--- src/hdl/ffd_pkg.sv ---
`timescale 1ns / 1ps
// ----------------------------------------------------------------------------
// ffd_pkg: shared types and constants of the fractional feedback delay
// Register map, gain and fraction formats and the control word of the
// shared multiply-accumulate unit.
// ----------------------------------------------------------------------------
package ffd_pkg;

    localparam int DEF_BUFFER_DEPTH = 131072;
    localparam int DEF_SAMPLE_BITS  = 24;

    localparam int WHOLE_BITS = 17;
    localparam int FRAC_BITS  = 16;
    localparam int GAIN_BITS  = 17;

    // Q1.16 unity, in gain width, and half.
    localparam logic [GAIN_BITS-1:0] Q16_ONE  = 17'h10000;
    localparam int                   Q16_HALF = 32768;
    localparam int                   Q16_SHIFT = 16;

    localparam int CFG_IDX_BITS  = 2;
    localparam int CFG_DATA_BITS = 17;

    typedef enum logic [CFG_IDX_BITS-1:0] {
        REG_DELAY_WHOLE    = 2'd0,
        REG_DELAY_FRACTION = 2'd1,
        REG_FEEDBACK_GAIN  = 2'd2,
        REG_WET_LEVEL      = 2'd3
    } t_cfg_reg;

    // load: accumulator takes the product; accum: accumulator adds it.
    typedef struct packed {
        logic load;
        logic accum;
    } t_mac_ctrl;

endpackage

--- src/hdl/ffd_mac.sv ---
`timescale 1ns / 1ps
// ----------------------------------------------------------------------------
// ffd_mac: shared multiply-accumulate unit
// Registers sample times Q1.16 gain each cycle, then loads or adds the
// registered product into the accumulator under the sequencer's control.
// ----------------------------------------------------------------------------
module ffd_mac #(
    parameter int SAMPLE_BITS = ffd_pkg::DEF_SAMPLE_BITS
) (
    input  logic                          i_clk,
    input  logic                          i_rst_n,
    input  logic signed [SAMPLE_BITS-1:0] i_a,
    input  logic [ffd_pkg::GAIN_BITS-1:0] i_b,
    input  ffd_pkg::t_mac_ctrl            i_ctrl,
    output logic signed [SAMPLE_BITS+17:0] o_prod,
    output logic signed [SAMPLE_BITS+18:0] o_acc
);

    localparam int PW = SAMPLE_BITS + 18;
    localparam int AW = SAMPLE_BITS + 19;

    logic signed [PW-1:0] n_prod;
    logic signed [PW-1:0] r_prod;
    logic signed [AW-1:0] r_acc;
    logic signed [ffd_pkg::GAIN_BITS:0] w_b;

    always_comb begin
        w_b    = signed'({1'b0, i_b});
        n_prod = PW'(i_a) * PW'(w_b);
    end

    always_ff @(posedge i_clk) begin
        r_prod <= n_prod;
        if (!i_rst_n) begin
            r_acc <= '0;
        end else if (i_ctrl.load) begin
            r_acc <= AW'(r_prod);
        end else if (i_ctrl.accum) begin
            r_acc <= r_acc + AW'(r_prod);
        end
    end

    assign o_prod = r_prod;
    assign o_acc  = r_acc;

endmodule

--- config.mk ---
export PLATFORM = sky130hd
export DESIGN_NAME = ffd_mac
export DESIGN_NICKNAME = d
export VERILOG_FILES = /design/src/hdl/ffd_pkg.sv /design/src/hdl/ffd_mac.sv
export SDC_FILE = /design/constraint.sdc
export NUM_CORES = 1
export LEC_CHECK = 0
export ABC_AREA = 1
export BUFFER_PORTS_ARGS = -buffer_cell sky130_fd_sc_hd__buf_2
export CAP_MARGIN = 15
export CORE_ASPECT_RATIO = 0.7
export CORE_UTILIZATION = 47
export DETAILED_ROUTE_END_ITERATION = 16
export HOLD_SLACK_MARGIN = 0.05
export SLEW_MARGIN = 10
export SYNTH_ARGS = -nofsm -noshare
export SYNTH_HDL_FRONTEND = slang
export SYNTH_SLANG_ARGS = --single-unit
--- constraint.sdc ---
create_clock -name i_clk -period 7.8 [get_ports i_clk]
set_input_delay 0.78 -clock i_clk [delete_from_list [all_inputs] [get_ports i_clk]]
set_output_delay 0.78 -clock i_clk [all_outputs]
set_load 0.05 [all_outputs]
; Word-level counts from Yosys, hierarchy flattened
; Index checks and enable logic that the tools add are counted.
; Widths: inputs -> output; s select.
[word_totals]
elab_cells = 7
input_bits = 45
out_inout_bits = 85
regBits = 85
[op_classes]
n_mul = 1
reduce_logical = 1
n_mux = 2
n_addsub = 1
[op_table]
columns = operator, count
row1 = $mux 43, 2
row2 = $add 43x42->43, 1
row3 = $mul 24x18->42, 1
row4 = $reduce_bool 2->1, 1

; Depth between registers and ports, before layout
[depth]
ltp_word = 3
ltp_mapped = 27
ltp_nobuf = 26

; Worst setup path before layout
; OpenSTA, ideal clock, no wires.
[synth_path]
kind = input port to flip-flop
from = in i_a[23]
to = reg r_prod[39], in the netlist o_prod[39]
t_required_ns = 7.687
setup_slack_ns = 1.699
n_path_buf = 2
arrival_time_ns = 5.989
path_stages = 20
setup_ns = 0.113
cell_sequence = clkbuf_1 > clkbuf_1 > nand2_1 > fa_1 > fa_1 > inv_1 > fa_1 > fa_1 > fa_1 > inv_1 > fa_1 > inv_1 > ha_1 > nand2_1 > nor2_1 > inv_1 > nor4_1 > nand3_1 > nand4_1 > nand2_1
[synth_via]
elab_chain_cells = 1
[synth_rtl]
columns = element, line_no
row1 = from (decl), ffd_mac.sv:12  ; input logic signed [SAMPLE_BITS-1:0] i_a,
row2 = $mul 24x18->42, ffd_mac.sv:29  ; n_prod = PW'(i_a) * PW'(w_b);
row3 = via n_prod[39], ffd_mac.sv:22  ; logic signed [PW-1:0] n_prod;
row4 = to (signal assigned), ffd_mac.sv:33  ; r_prod <= n_prod;
row5 = to (decl), ffd_mac.sv:23  ; logic signed [PW-1:0] r_prod;
; The timed path passes the listed nets, and every way through them passes these cells.
; A chain may end at the register's enable or synchronous reset.

; Worst setup path after layout
[layout_path]
from = in i_b[3] in the netlist's numbering
to = reg r_prod[41], in the netlist o_prod[41]
[layout_via]
elab_chain_cells = 1
[layout_rtl]
columns = element, line_no
row1 = from (decl), ffd_mac.sv:13  ; input logic [ffd_pkg::GAIN_BITS-1:0] i_b,
row2 = $mul 24x18->42, ffd_mac.sv:29
row3 = via n_prod[41], ffd_mac.sv:22
; The timed path passes the listed nets, and every way through them passes these cells.

==> out/results.tsv <==
metric	value	unit
status	finished, final reports clean	
Synth Instances	2895	
drt first pass iters	5	
Worst Hold End	o_acc[2]	
GP Congestion	1.05	
count of final setup violators	0	
antenna fix cells	0	
async set or reset register ratio after synthesis	0	%
antenna violations before repair	0	
crit path cell chain	buf_2, nand2_1, fa_1, fa_1, inv_1, fa_1, fa_1, inv_1, fa_1, fa_1, inv_1, ha_1, inv_1, nor3_1, inv_1, o21ai_0, a21oi_1, nand3_1, xor2_1	
first-pass GRT wire length	102000	um
Post-synth EDFFs	0	
average cell area after synthesis	7.32	um^2
Synth area leader	fa_1	
register area share after synthesis	8.03	%
Synthesis Warnings	0	
final hold violations	0	
worst hold start	o_acc[2]	
input/output buffers	129	
reg-to-reg slack, setup	4920	ps
worst clock skew	9.20	ps
startpoint types	input pin	
Netlist cell types	43	
Post-Syn Area	0.0212	mm^2
most frequent cell after synthesis	inv_1	
Least-Margin Pin Slew	972	ps
clock-pin slew on the worst setup and hold paths	70	ps
DR vias	18100	
clock buffer count from CTS	9	
Vert. Die Dim	180	um
count of pins over their slew limit	0	
Top Ports	130	
#FFs+latches synth	85	
layout overhead on the synthesized area	6.38	%
fraction of layout cells with a size suffix above 1	6.48	%
postcts setup bufs	0	
wire per inst	17.7	um
CTS root buffer	clkbuf_16	
Post-CTS Resized	0	
# Max-Cap Violations	0	
largest net degree at the start of global routing	45	
CTS tree	done	
CP Capture Type	flop	
fmax	155	MHz
total gr overflow	0	
Final period util	82.5	%
NumNets Final	3533	
HP Class	flop to flop	
RSZ-0062 raised after global routing	false	
TNS Setup	0	ps
CP max-delay cell	fa_1	
top cell type's share of synthesized area	38.0	%
hold depth	2	
fill count	4388	
worst r2r dst	o_acc[28]	
Top FF cell, synth	dfxtp_1	
Global Route Usage Sum	28.3	%
critical path peak fanout	24	
via/cell ratio	5.13	
# DRC	0	
Clock Sinks	85	
WS Path Type	input pin to flop	
clk buf depth	2	
# rows	64	
R2R Path Start	o_prod[0]	
Area contributors post-synth	fa_1 38%, inv_1 14%, nand2_1 14%, ha_1 8.5%, dfxtp_1 8.0%	
full die area	0.0459	mm^2
Reg2Reg Depth	15	
Net Count, Synth	3486	
final wirelength	62700	um
Clock Latency Late Sink	370	ps
Die X	256	um
worst stage delay on the critical path	740	ps
Commonest cells post-synth	808 x inv_1, 771 x nand2_1, 402 x fa_1	
minimum clock period	6430	ps
max_slew headroom	35.2	%
vias in the first global route	18700	
hold buffers post-CTS	0	
CP most frequent cell	fa_1	
Crit path required time	8090	ps
core area	0.0440	mm^2
initial drt markers	1636	
crit path DAT	6720	ps
Initial Util	48.1	%
CTS H-tree depth	3	
Final ANT Viol Nets	0	
DPL Wire Length	53800	um
==> worst max-delay path by stage <==
stage	from	endpoint	slack [ps]	cells past startpoint
2_1_floorplan	i_a[23]	o_prod[39]	1700	20
3_3_place_gp	i_b[3]	o_prod[41]	1100	19
3_5_place_dp	i_b[3]	o_prod[38]	1080	19
4_1_cts	i_b[3]	o_prod[41]	1440	19
5_1_grt	i_b[3]	o_prod[41]	1020	19
6_report	i_b[3]	o_prod[41]	1370	19
==> sequential cells by signal, summed over array words and instances (netlist names) <==
register / count
o_acc: 43
o_prod: 42
==> through the flow <==
stage                     hold WS, ps  utilization (%)  cells  worst slack, ps  area (um^2)
after global placement            495             50.5   3525             1100        22200
after detailed placement          507             50.5   3525             1080        22200
after global routing              553             51.2   3541             1020        22500
after CTS                         518             51.2   3541             1440        22500
final                             515             51.2   3541             1370        22500
after floorplan                   722                -   2895             1700        21200
==> critical path, delay by kind of cell <==
family                     cells  cell delay [ps]
AOI/OAI and AO/OA              2              450
xor gates and xnor gates       1              150
adders and majority gates      7             3780
buffers and inverters          6             1020
and+or+nand+nor                3              530
==> placed cells by master, fill, tap and decap left out, drive strengths merged, types with 57 or more instances in the layout <==
master | netlist | final
a21oi | 136 | 136
buf | 1 | 134
dfxtp | 85 | 85
fa | 402 | 402
ha | 144 | 144
inv | 808 | 813
nand2 | 781 | 781
nand3 | 71 | 71
nor2 | 136 | 136
o21ai | 57 | 57
==> logic make-up after synthesis <==
kind of cell	share of synthesized area (%)
buffers and inverters	16.1
AO/OA/AOI/OAI	7.58
AND/OR/NAND/NOR	19.7
XOR/XNOR	2.11
adder cells (fa/ha/maj)	46.5
flip-flops	8.03
==> layout make-up <==
| cell class | count | area (um^2) | area share (%) |
|---|---|---|---|
| clock buffers | 9 | 225 | 0.999 |
| clock inverters | 7 | 63.8 | 0.283 |
| inverters | 809 | 3040 | 13.5 |
| multi-input cells | 1903 | 16100 | 71.4 |
| flip-flops and latches | 85 | 1700 | 7.55 |
| well taps | 594 | 743 | 3.30 |
| repair buffers | 134 | 683 | 3.03 |
==> metal layers <==
layer | wire length (um) | part of all wire, % | GRT usage, % | vias up
met5 | 0 | 0 | 0 | -
met4 | 834 | 1.3 | 4.74 | 0
met3 | 4920 | 7.9 | 5.22 | 65
met2 | 26200 | 42 | 41.8 | 598
met1 | 30700 | 49 | 43.5 | 8949
li1 | - | - | - | 8536
Power is not shown: default switching activity piles up to over one toggle a cycle in this logic, so the estimate is an artifact.
