--- src/hdl/ffd_pkg.sv ---
`timescale 1ns / 1ps
// ----------------------------------------------------------------------------
// ffd_pkg: shared types and constants of the fractional feedback delay
// Register map, gain and fraction formats and the control word of the
// shared multiply-accumulate unit.
// ----------------------------------------------------------------------------
package ffd_pkg;

    localparam int DEF_BUFFER_DEPTH = 131072;
    localparam int DEF_SAMPLE_BITS  = 24;

    localparam int WHOLE_BITS = 17;
    localparam int FRAC_BITS  = 16;
    localparam int GAIN_BITS  = 17;

    // Q1.16 unity, in gain width, and half.
    localparam logic [GAIN_BITS-1:0] Q16_ONE  = 17'h10000;
    localparam int                   Q16_HALF = 32768;
    localparam int                   Q16_SHIFT = 16;

    localparam int CFG_IDX_BITS  = 2;
    localparam int CFG_DATA_BITS = 17;

    typedef enum logic [CFG_IDX_BITS-1:0] {
        REG_DELAY_WHOLE    = 2'd0,
        REG_DELAY_FRACTION = 2'd1,
        REG_FEEDBACK_GAIN  = 2'd2,
        REG_WET_LEVEL      = 2'd3
    } t_cfg_reg;

    // load: accumulator takes the product; accum: accumulator adds it.
    typedef struct packed {
        logic load;
        logic accum;
    } t_mac_ctrl;

endpackage

--- src/hdl/ffd_mod.sv ---
`timescale 1ns / 1ps
// ----------------------------------------------------------------------------
// ffd_mod: delay reduction modulo the store depth
// Multiplies the whole delay by a scaled reciprocal of the depth to get the
// quotient, then subtracts quotient times depth. Three pipelined steps,
// started by a write of the whole-delay register.
// ----------------------------------------------------------------------------
module ffd_mod #(
    parameter int BUFFER_DEPTH = ffd_pkg::DEF_BUFFER_DEPTH
) (
    input  logic                              i_clk,
    input  logic                              i_rst_n,
    input  logic                              i_start,
    input  logic [ffd_pkg::WHOLE_BITS-1:0]    i_value,
    output logic                              o_busy,
    output logic [$clog2(BUFFER_DEPTH)-1:0]   o_result
);

    localparam int ABITS = $clog2(BUFFER_DEPTH);
    localparam int VB    = ffd_pkg::WHOLE_BITS;
    localparam int SH    = VB + ABITS;
    localparam int MW    = VB + 2;
    localparam int PW    = VB + MW;
    localparam int CW    = 2;

    // Reciprocal of the depth scaled by 2^SH and rounded up. With a shift by
    // SH it yields the exact quotient for every value of VB bits.
    localparam longint RECIP = ((longint'(1) <<< SH) + longint'(BUFFER_DEPTH) - 1)
                               / longint'(BUFFER_DEPTH);
    localparam logic [MW-1:0] RECIP_M = MW'(RECIP);
    localparam logic [PW-1:0] DEPTH_P = PW'(BUFFER_DEPTH);
    localparam logic [CW-1:0] STEPS   = 2'd3;

    logic [VB-1:0]    r_val;
    logic [PW-1:0]    r_prod;
    logic [VB-1:0]    r_quot;
    logic [ABITS-1:0] r_rem;
    logic [CW-1:0]    r_cnt;

    // Product, quotient and remainder advance as a pipeline; the remainder is
    // valid once the step count reaches zero.
    always_ff @(posedge i_clk) begin
        if (!i_rst_n) begin
            r_val  <= '0;
            r_prod <= '0;
            r_quot <= '0;
            r_rem  <= '0;
            r_cnt  <= '0;
        end else if (i_start) begin
            r_val <= i_value;
            r_cnt <= STEPS;
        end else if (r_cnt != '0) begin
            r_prod <= PW'(r_val) * PW'(RECIP_M);
            r_quot <= VB'(r_prod >> SH);
            r_rem  <= ABITS'(r_val - VB'(PW'(r_quot) * DEPTH_P));
            r_cnt  <= r_cnt - 1'b1;
        end
    end

    assign o_busy   = (r_cnt != '0);
    assign o_result = r_rem;

endmodule

--- config.mk ---
export PLATFORM = sky130hd
export DESIGN_NAME = ffd_mod
export DESIGN_NICKNAME = d
export VERILOG_FILES = /design/src/hdl/ffd_pkg.sv /design/src/hdl/ffd_mod.sv
export SDC_FILE = /design/constraint.sdc
export NUM_CORES = 1
export LEC_CHECK = 0
export ABC_AREA = 1
export BUFFER_PORTS_ARGS = -buffer_cell sky130_fd_sc_hd__buf_2
export CORE_ASPECT_RATIO = 1.75
export CORE_MARGIN = 4
export CORE_UTILIZATION = 51
export DETAILED_ROUTE_END_ITERATION = 8
export PLACE_DENSITY_LB_ADDON = 0.25
export SETUP_SLACK_MARGIN = 0.15
export SKIP_LAST_GASP = 1
export SYNTH_ARGS = -nofsm -noshare
export SYNTH_HDL_FRONTEND = slang
export SYNTH_SLANG_ARGS = --single-unit
--- constraint.sdc ---
create_clock -name i_clk -period 1.65 [get_ports i_clk]
set_clock_uncertainty 0.2 [all_clocks]
set_input_delay 0.33 -clock i_clk [delete_from_list [all_inputs] [get_ports i_clk]]
set_output_delay 0.33 -clock i_clk [all_outputs]
set_load 0.1 [all_outputs]
## Word-level counts from Yosys, hierarchy flattened

Index checks and enable logic that the tools add are counted.

| word-level totals | value |
|---|---|
| register bits | 36 |
| input port bits | 20 |
| output and inout port bits | 18 |
| logic and storage cells | 10 |

| operators by class | value |
|---|---|
| $add $sub $neg | 1 |
| muxes and demuxes | 2 |
| bitwise operators | 1 |
| reductions and logical operators | 3 |

Operator list:

| operator | number |
|---|---|
| 2-bit 2-to-1 mux | 2 |
| 2-bit nonzero test | 2 |
| 2-bit AND reduction | 1 |
| 2-bit by 1-bit subtractor with 2-bit output (second input constant) | 1 |
| 1-bit NOT | 1 |

## Logic depth before layout (Yosys ltp)

Gate-level depths: netlist of the first run.

| logic depth | value |
|---|---|
| word-level depth | 3 |
| mapped depth | 7 |
| mapped depth without buffers | 6 |

## Worst setup path before layout of the first run

No wires, ideal clock.

| timing path | value |
|---|---|
| path type | reg2out |
| from | register r_cnt[0] |
| to | output o_busy |
| data arrival time | 1.357 ns |
| required time | 1.120 ns |
| slack | -0.237 ns |
| cell stages (with the launch flop) | 5 |
| path buffers | 1 |
| path through | dfxtp_1 inv_1 ha_1 buf_2 inv_1 |

| on the way | value |
|---|---|
| longest elaborated chain between the ends | 1 |

Ends and longest elaborated chain:

| what | line | text |
|---|---|---|
| start, declared | ffd_mod.sv:38 | `logic [CW-1:0] r_cnt;` |
| start signal, assigned | ffd_mod.sv:56 | `r_cnt <= r_cnt - 1'b1;` |
| 2-bit nonzero test | ffd_mod.sv:60 | `assign o_busy = (r_cnt != '0);` |
| end, declared | ffd_mod.sv:15 | `output logic o_busy,` |

No other way between the ends.

## Final worst setup path of the first run

| timing path | value |
|---|---|
| from | register r_cnt[1] |
| to | output o_busy |

Same word-level chain as after synthesis.

==> flow_summary.toml, run 1 <==
[setup_path]
crit_path_end_kind = "output pin"
cp_max_fo = 2
critPathRequiredTime_ns = 1.12
arrival_ns = 1.08
start_kind = "flop"
critPathKind = "flop to output pin"

[final_layout]
fin_nets = 260
drive_gt1_frac = 0.293
diodes = 0
fill_cells = 244
area_delta_synth_final_pct = 28.2
final_area_sq_um = 1850

[power_and_ir_drop]
power.total_mw = 2.32
ir_worst_vdd_mv = 0.787
power_density_nw_per_um2 = 1250
p_leak_nw = 0.892

[detailed_routing]
vias = 1260
routed_wl_microns = 2880
drt_pass1_iterations = 3
via_per_inst = 4.74
drt_iter0_markers = 19
routedWlPerCell_microns = 10.8
drtAntennaViolNets = 0
drcViolationCount = 0

[timing]
timing.slew.headroom = 0.820
final.period_utilization = 0.974
fmax_mhz = 622
worstMarginPinSlew_ns = 0.270
setup_violations = 0
fin_crit_ns = 1.61
setup_tns_ns = 0
finalMaxSlewViolations = 0
finalHoldViolCount = 0
rsz0062_at_grt = "yes"
holdWs_ns = 0.0610

[yosys]
synth_cells = 199
synth_warnings = 0
ys_seq_area_frac = 0.499
synth-seq-cells = 36
syn-num-nets = 220
syn-cell-area_sq_um = 1450
ys_types = 13
syn_avg_cell_area_sq_um = 7.26

[floorplan]
fp.dieArea_sq_um = 3780
die_height_microns = 78.4
die_w_microns = 48.2
initial_core_util = 0.531
rows = 25
io_pins = 38
core_sq_um = 2720

[clock_tree]
cts_root_buf = "clkbuf_8"
clkSinkCount = 36
cts_inserted_buffers = 5
clk_latency_ns = 0.29
hold_buffers = 0
clockBufferDepth = 2
clk_pin_slew_ns = 0.07
htree_num_levels = 2
cts_tree = "yes"

[status]
outcome = "finished clean"

[global_routing]
grt_use_total = 0.174
grt_max_degree = 22
grt_pass1_wl_microns = 4770
grt_pass1_vias = 1138
antenna_found_initial = 0
overflow = 0

[job]
maxCapViolCount = 0

[hold_path]
hold_path_class = "input port to flop"

[placed_design]
dp_hpwl_microns = 1970
dpl-instance-area_sq_um = 1670
gp_congestion = 0.736
portBuffers = 37
==> what timing repair did <==
action,in CTS,in global routing
endpoints found under the hold margin,0,0
endpoints found under the setup margin,21,20
resized for setup,20,3
setup buffers,1,2
==> power breakdown <==
group / internal (mW) / switching, mW / total, mW
Clock: 0.371 / 0.290 / 0.661
Combinational: 0.183 / 0.492 / 0.675
Sequential: 0.946 / 0.0403 / 0.986
Total: 1.50 / 0.822 / 2.32
==> cells by family after synthesis <==
group / count (synthesis) / share of synthesized area
compound gates: 29 / 0.100
fa+ha+maj: 1 / 0.00866
buf+inv: 33 / 0.113
flops: 36 / 0.499
simple gates: 100 / 0.279
==> worst paths after layout <==
path / from / to / slack, ns / cells after the start
worst max-delay path: r_cnt[1] / o_busy / 0.04 / 4
worst min-delay path: i_value[4] / r_val[4] / 0.06 / 3
worst max register to register: r_cnt[0] / o_result[0] / 0.17 / 8
worst min register to register: o_result[16] / o_result[16] / 0.28 / 2
==> critical path, cell delays in order (launching register included) <==
cell        delay, ns
dfxtp_2          0.32
inv_2            0.06
ha_4             0.15
clkinvlp_4       0.09
buf_12           0.17
==> metrics by stage <==
stage	cells	util	setup slack, ns
5_1_grt	266	0.681	-0.0119
2_1_floorplan	199	-	0.0907
3_5_place_dp	256	0.615	0.154
6_report	266	0.681	0.0422
4_1_cts	264	0.672	0.0335
3_3_place_gp	256	0.615	0.219
==> flip-flops by register name (all words and copies together) (netlist names) <==
signal and cells:
o_result 17, r_val 17, r_cnt 2
==> final cells by class <==
type,count,area (sq um),share of cell area
clock buffer,7,96.3,0.0520
inverter,22,93.8,0.0506
multi-input combinational,130,578,0.312
sequential,36,723,0.390
tap,27,33.8,0.0182
timing repair buffer,44,328,0.177
==> synthesized netlist by cell type <==
| cell type | count | area share |
|---|---|---|
| clkbuf_2 | 2 | 0.0069 |
| nor2_2 | 11 | 0.048 |
| inv_1 | 20 | 0.052 |
| ha_1 | 1 | 0.0087 |
| inv_6 | 1 | 0.0061 |
| buf_6 | 3 | 0.023 |
| nand2_1 | 27 | 0.070 |
| inv_2 | 1 | 0.0026 |
| buf_4 | 1 | 0.0052 |
| dfxtp_1 | 36 | 0.50 |
| o21ai_0 | 29 | 0.10 |
| buf_2 | 5 | 0.017 |
| nor2_1 | 62 | 0.16 |
==> metal layers <==
layer	track usage	share of wire
met4	0.0889	0.025
met5	0	0
met1	0.225	0.43
met3	0.0482	0.054
met2	0.254	0.49
==> cells in the final DEF (no fill, tap or decap), drive strengths merged <==
master	synthesis	final
ha	1	1
dfxtp	36	36
buf	9	44
clkinvlp	0	1
o21ai	29	29
nor2	73	73
clkbuf	2	7
inv	22	21
nand2	27	27
No activity file was read; power rests on OpenSTA's default activity.
==> run 2: changes to the inputs <==
==> constraint.sdc (replaced) <==
create_clock -name i_clk -period 1.65 [get_ports i_clk]
set_clock_uncertainty 0.2 [all_clocks]
set_input_delay 0.33 -clock i_clk [delete_from_list [all_inputs] [get_ports i_clk]]
set_output_delay 0.33 -clock i_clk [all_outputs]
set_load 0.005 [all_outputs]
==> run 2 against run 1 <==
Compared with the run above:
- die area did not move
- non-clock buffer count did not move
- highest routed layer unchanged
- power fell by 19%
- count of clock-buffer cells in the layout fell by 1
- combinational power fell by 51%
- final area fell by 4.9%
- critical path type unchanged
- clock power fell by 13%
- worst setup slack improved by 0.10 ns
- largest power group unchanged
- sequential share of layout area rose by 2.0 points
- first-iteration DRC count rose by 5.3%
- sequential power barely moved
==> flow_summary.toml, run 2 (synthesis results as in run 1) <==
[floorplan]
initial_core_util = 0.531
die_height_microns = 78.4
fp.dieArea_sq_um = 3780
core_sq_um = 2720
io_pins = 38
die_w_microns = 48.2
rows = 25

[setup_path]
critPathRequiredTime_ns = 1.12
cpPeakStageDelay_ns = 0.33
arrival_ns = 0.97
cp_max_fo = 2
start_kind = "flop"
crit_path_end_kind = "output pin"
cp_cell_sequence = "inv_2 -> ha_4 -> inv_2 -> buf_2"
crit_slowest_cell = "dfxtp_2"
critPathKind = "flop to output pin"
crit_top_cell = "inv_2"

[timing]
fin_crit_ns = 1.50
timing.slew.headroom = 0.850
setup_tns_ns = 0
holdWs_ns = 0.0645
finalMaxSlewViolations = 0
final.period_utilization = 0.911
fmax_mhz = 665
worstMarginPinSlew_ns = 0.225
rsz0062_at_grt = "yes"
setup_violations = 0
finalHoldViolCount = 0

[power_and_ir_drop]
power_density_nw_per_um2 = 1070
p_leak_nw = 0.873
ir_worst_vdd_mv = 0.756
power.total_mw = 1.89

[clock_tree]
clk_pin_slew_ns = 0.07
htree_num_levels = 2
hold_buffers = 0
cts_inserted_buffers = 5
cts_root_buf = "clkbuf_8"
clk_latency_ns = 0.29
clkSinkCount = 36
cts_tree = "yes"
clockBufferDepth = 2

[placed_design]
dpl-instance-area_sq_um = 1640
dp_hpwl_microns = 2030
dp_cells = 257
gp_congestion = 0.766
portBuffers = 37

[detailed_routing]
drt_pass1_iterations = 4
drt_iter0_markers = 20
drcViolationCount = 0
drtAntennaViolNets = 0
routed_wl_microns = 3080
vias = 1268
via_per_inst = 4.77
routedWlPerCell_microns = 11.6

[global_routing]
grt_use_total = 0.183
grt_max_degree = 37
overflow = 0
grt_pass1_wl_microns = 4920
antenna_found_initial = 0
grt_pass1_vias = 1153

[final_layout]
final_cell_mix = "61 x nor2_1, 37 x buf_2, 34 x dfxtp_1, 27 x o21ai_0, 27 x nand2_1"
final_area_sq_um = 1760
fill_cells = 274
final_common_cell = "nor2_1"
diodes = 0
drive_gt1_frac = 0.293
area_delta_synth_final_pct = 22.0
regArea_sq_um = 723
fin_nets = 260
multi_input_area_sq_um = 581
instances_no_fill = 266

[job]
maxCapViolCount = 0

[hold_path]
hold_path_class = "input port to flop"

[status]
outcome = "finished clean"
-- run 2: cell types whose count changed in the layout (fill, tap and decap cells not counted), sizes merged --
cell      change
clkbuf        -1
clkinv        +1
clkinvlp      -1
inv           +1
-- run 2: final cells by class --
type,count,area share
inverters,22,0.0511
multi-input cells,130,0.329
flip-flops and latches,36,0.410
well taps,27,0.0192
repair buffers,44,0.146
clock inverters,1,0.00284
clock buffers,6,0.0412
-- run 2: worst max-delay path, delay by kind of cell (launching register included) --
family | cells | cell delay [ns]
DFF | 1 | 0.33
adders and majority gates | 1 | 0.15
buffers and inverters | 3 | 0.21
-- run 2: worst paths after layout --
| kind | start | end | slack, ns | cells after the start |
|---|---|---|---|---|
| max reg2reg | r_cnt[1] | r_cnt[0] | 0.21 | 8 |
| max | r_cnt[1] | o_busy | 0.15 | 4 |
| min | i_value[16] | r_val[16] | 0.06 | 3 |
| min reg2reg | o_result[2] | o_result[2] | 0.27 | 2 |
-- run 2: routing by layer --
metal	global-route usage	up-vias	wire [microns]
met1	0.228	555	1280
li1	-	679	-
met2	0.277	29	1580
met3	0.0573	5	164
met5	0	-	0
met4	0.0809	0	59
-- run 2: where the power goes --
part | switching (mW) | internal [mW]
clock | 0.289 | 0.287
combinational | 0.181 | 0.147
sequential | 0.0372 | 0.946
total | 0.507 | 1.38
-- run 2: through the flow --
step	utilization	setup slack, ns
floorplan	-	0.289
global placement	0.602	0.209
detailed placement	0.602	0.163
CTS	0.639	0.153
global route	0.648	0.107
finish	0.648	0.147
-- run 2: repair_timing --
item,4_1_cts,5_1_grt
setup buffers,1,0
resized for setup,7,8
gates cloned,0,1
endpoints found under the setup margin,2,11
pin swaps,1,0
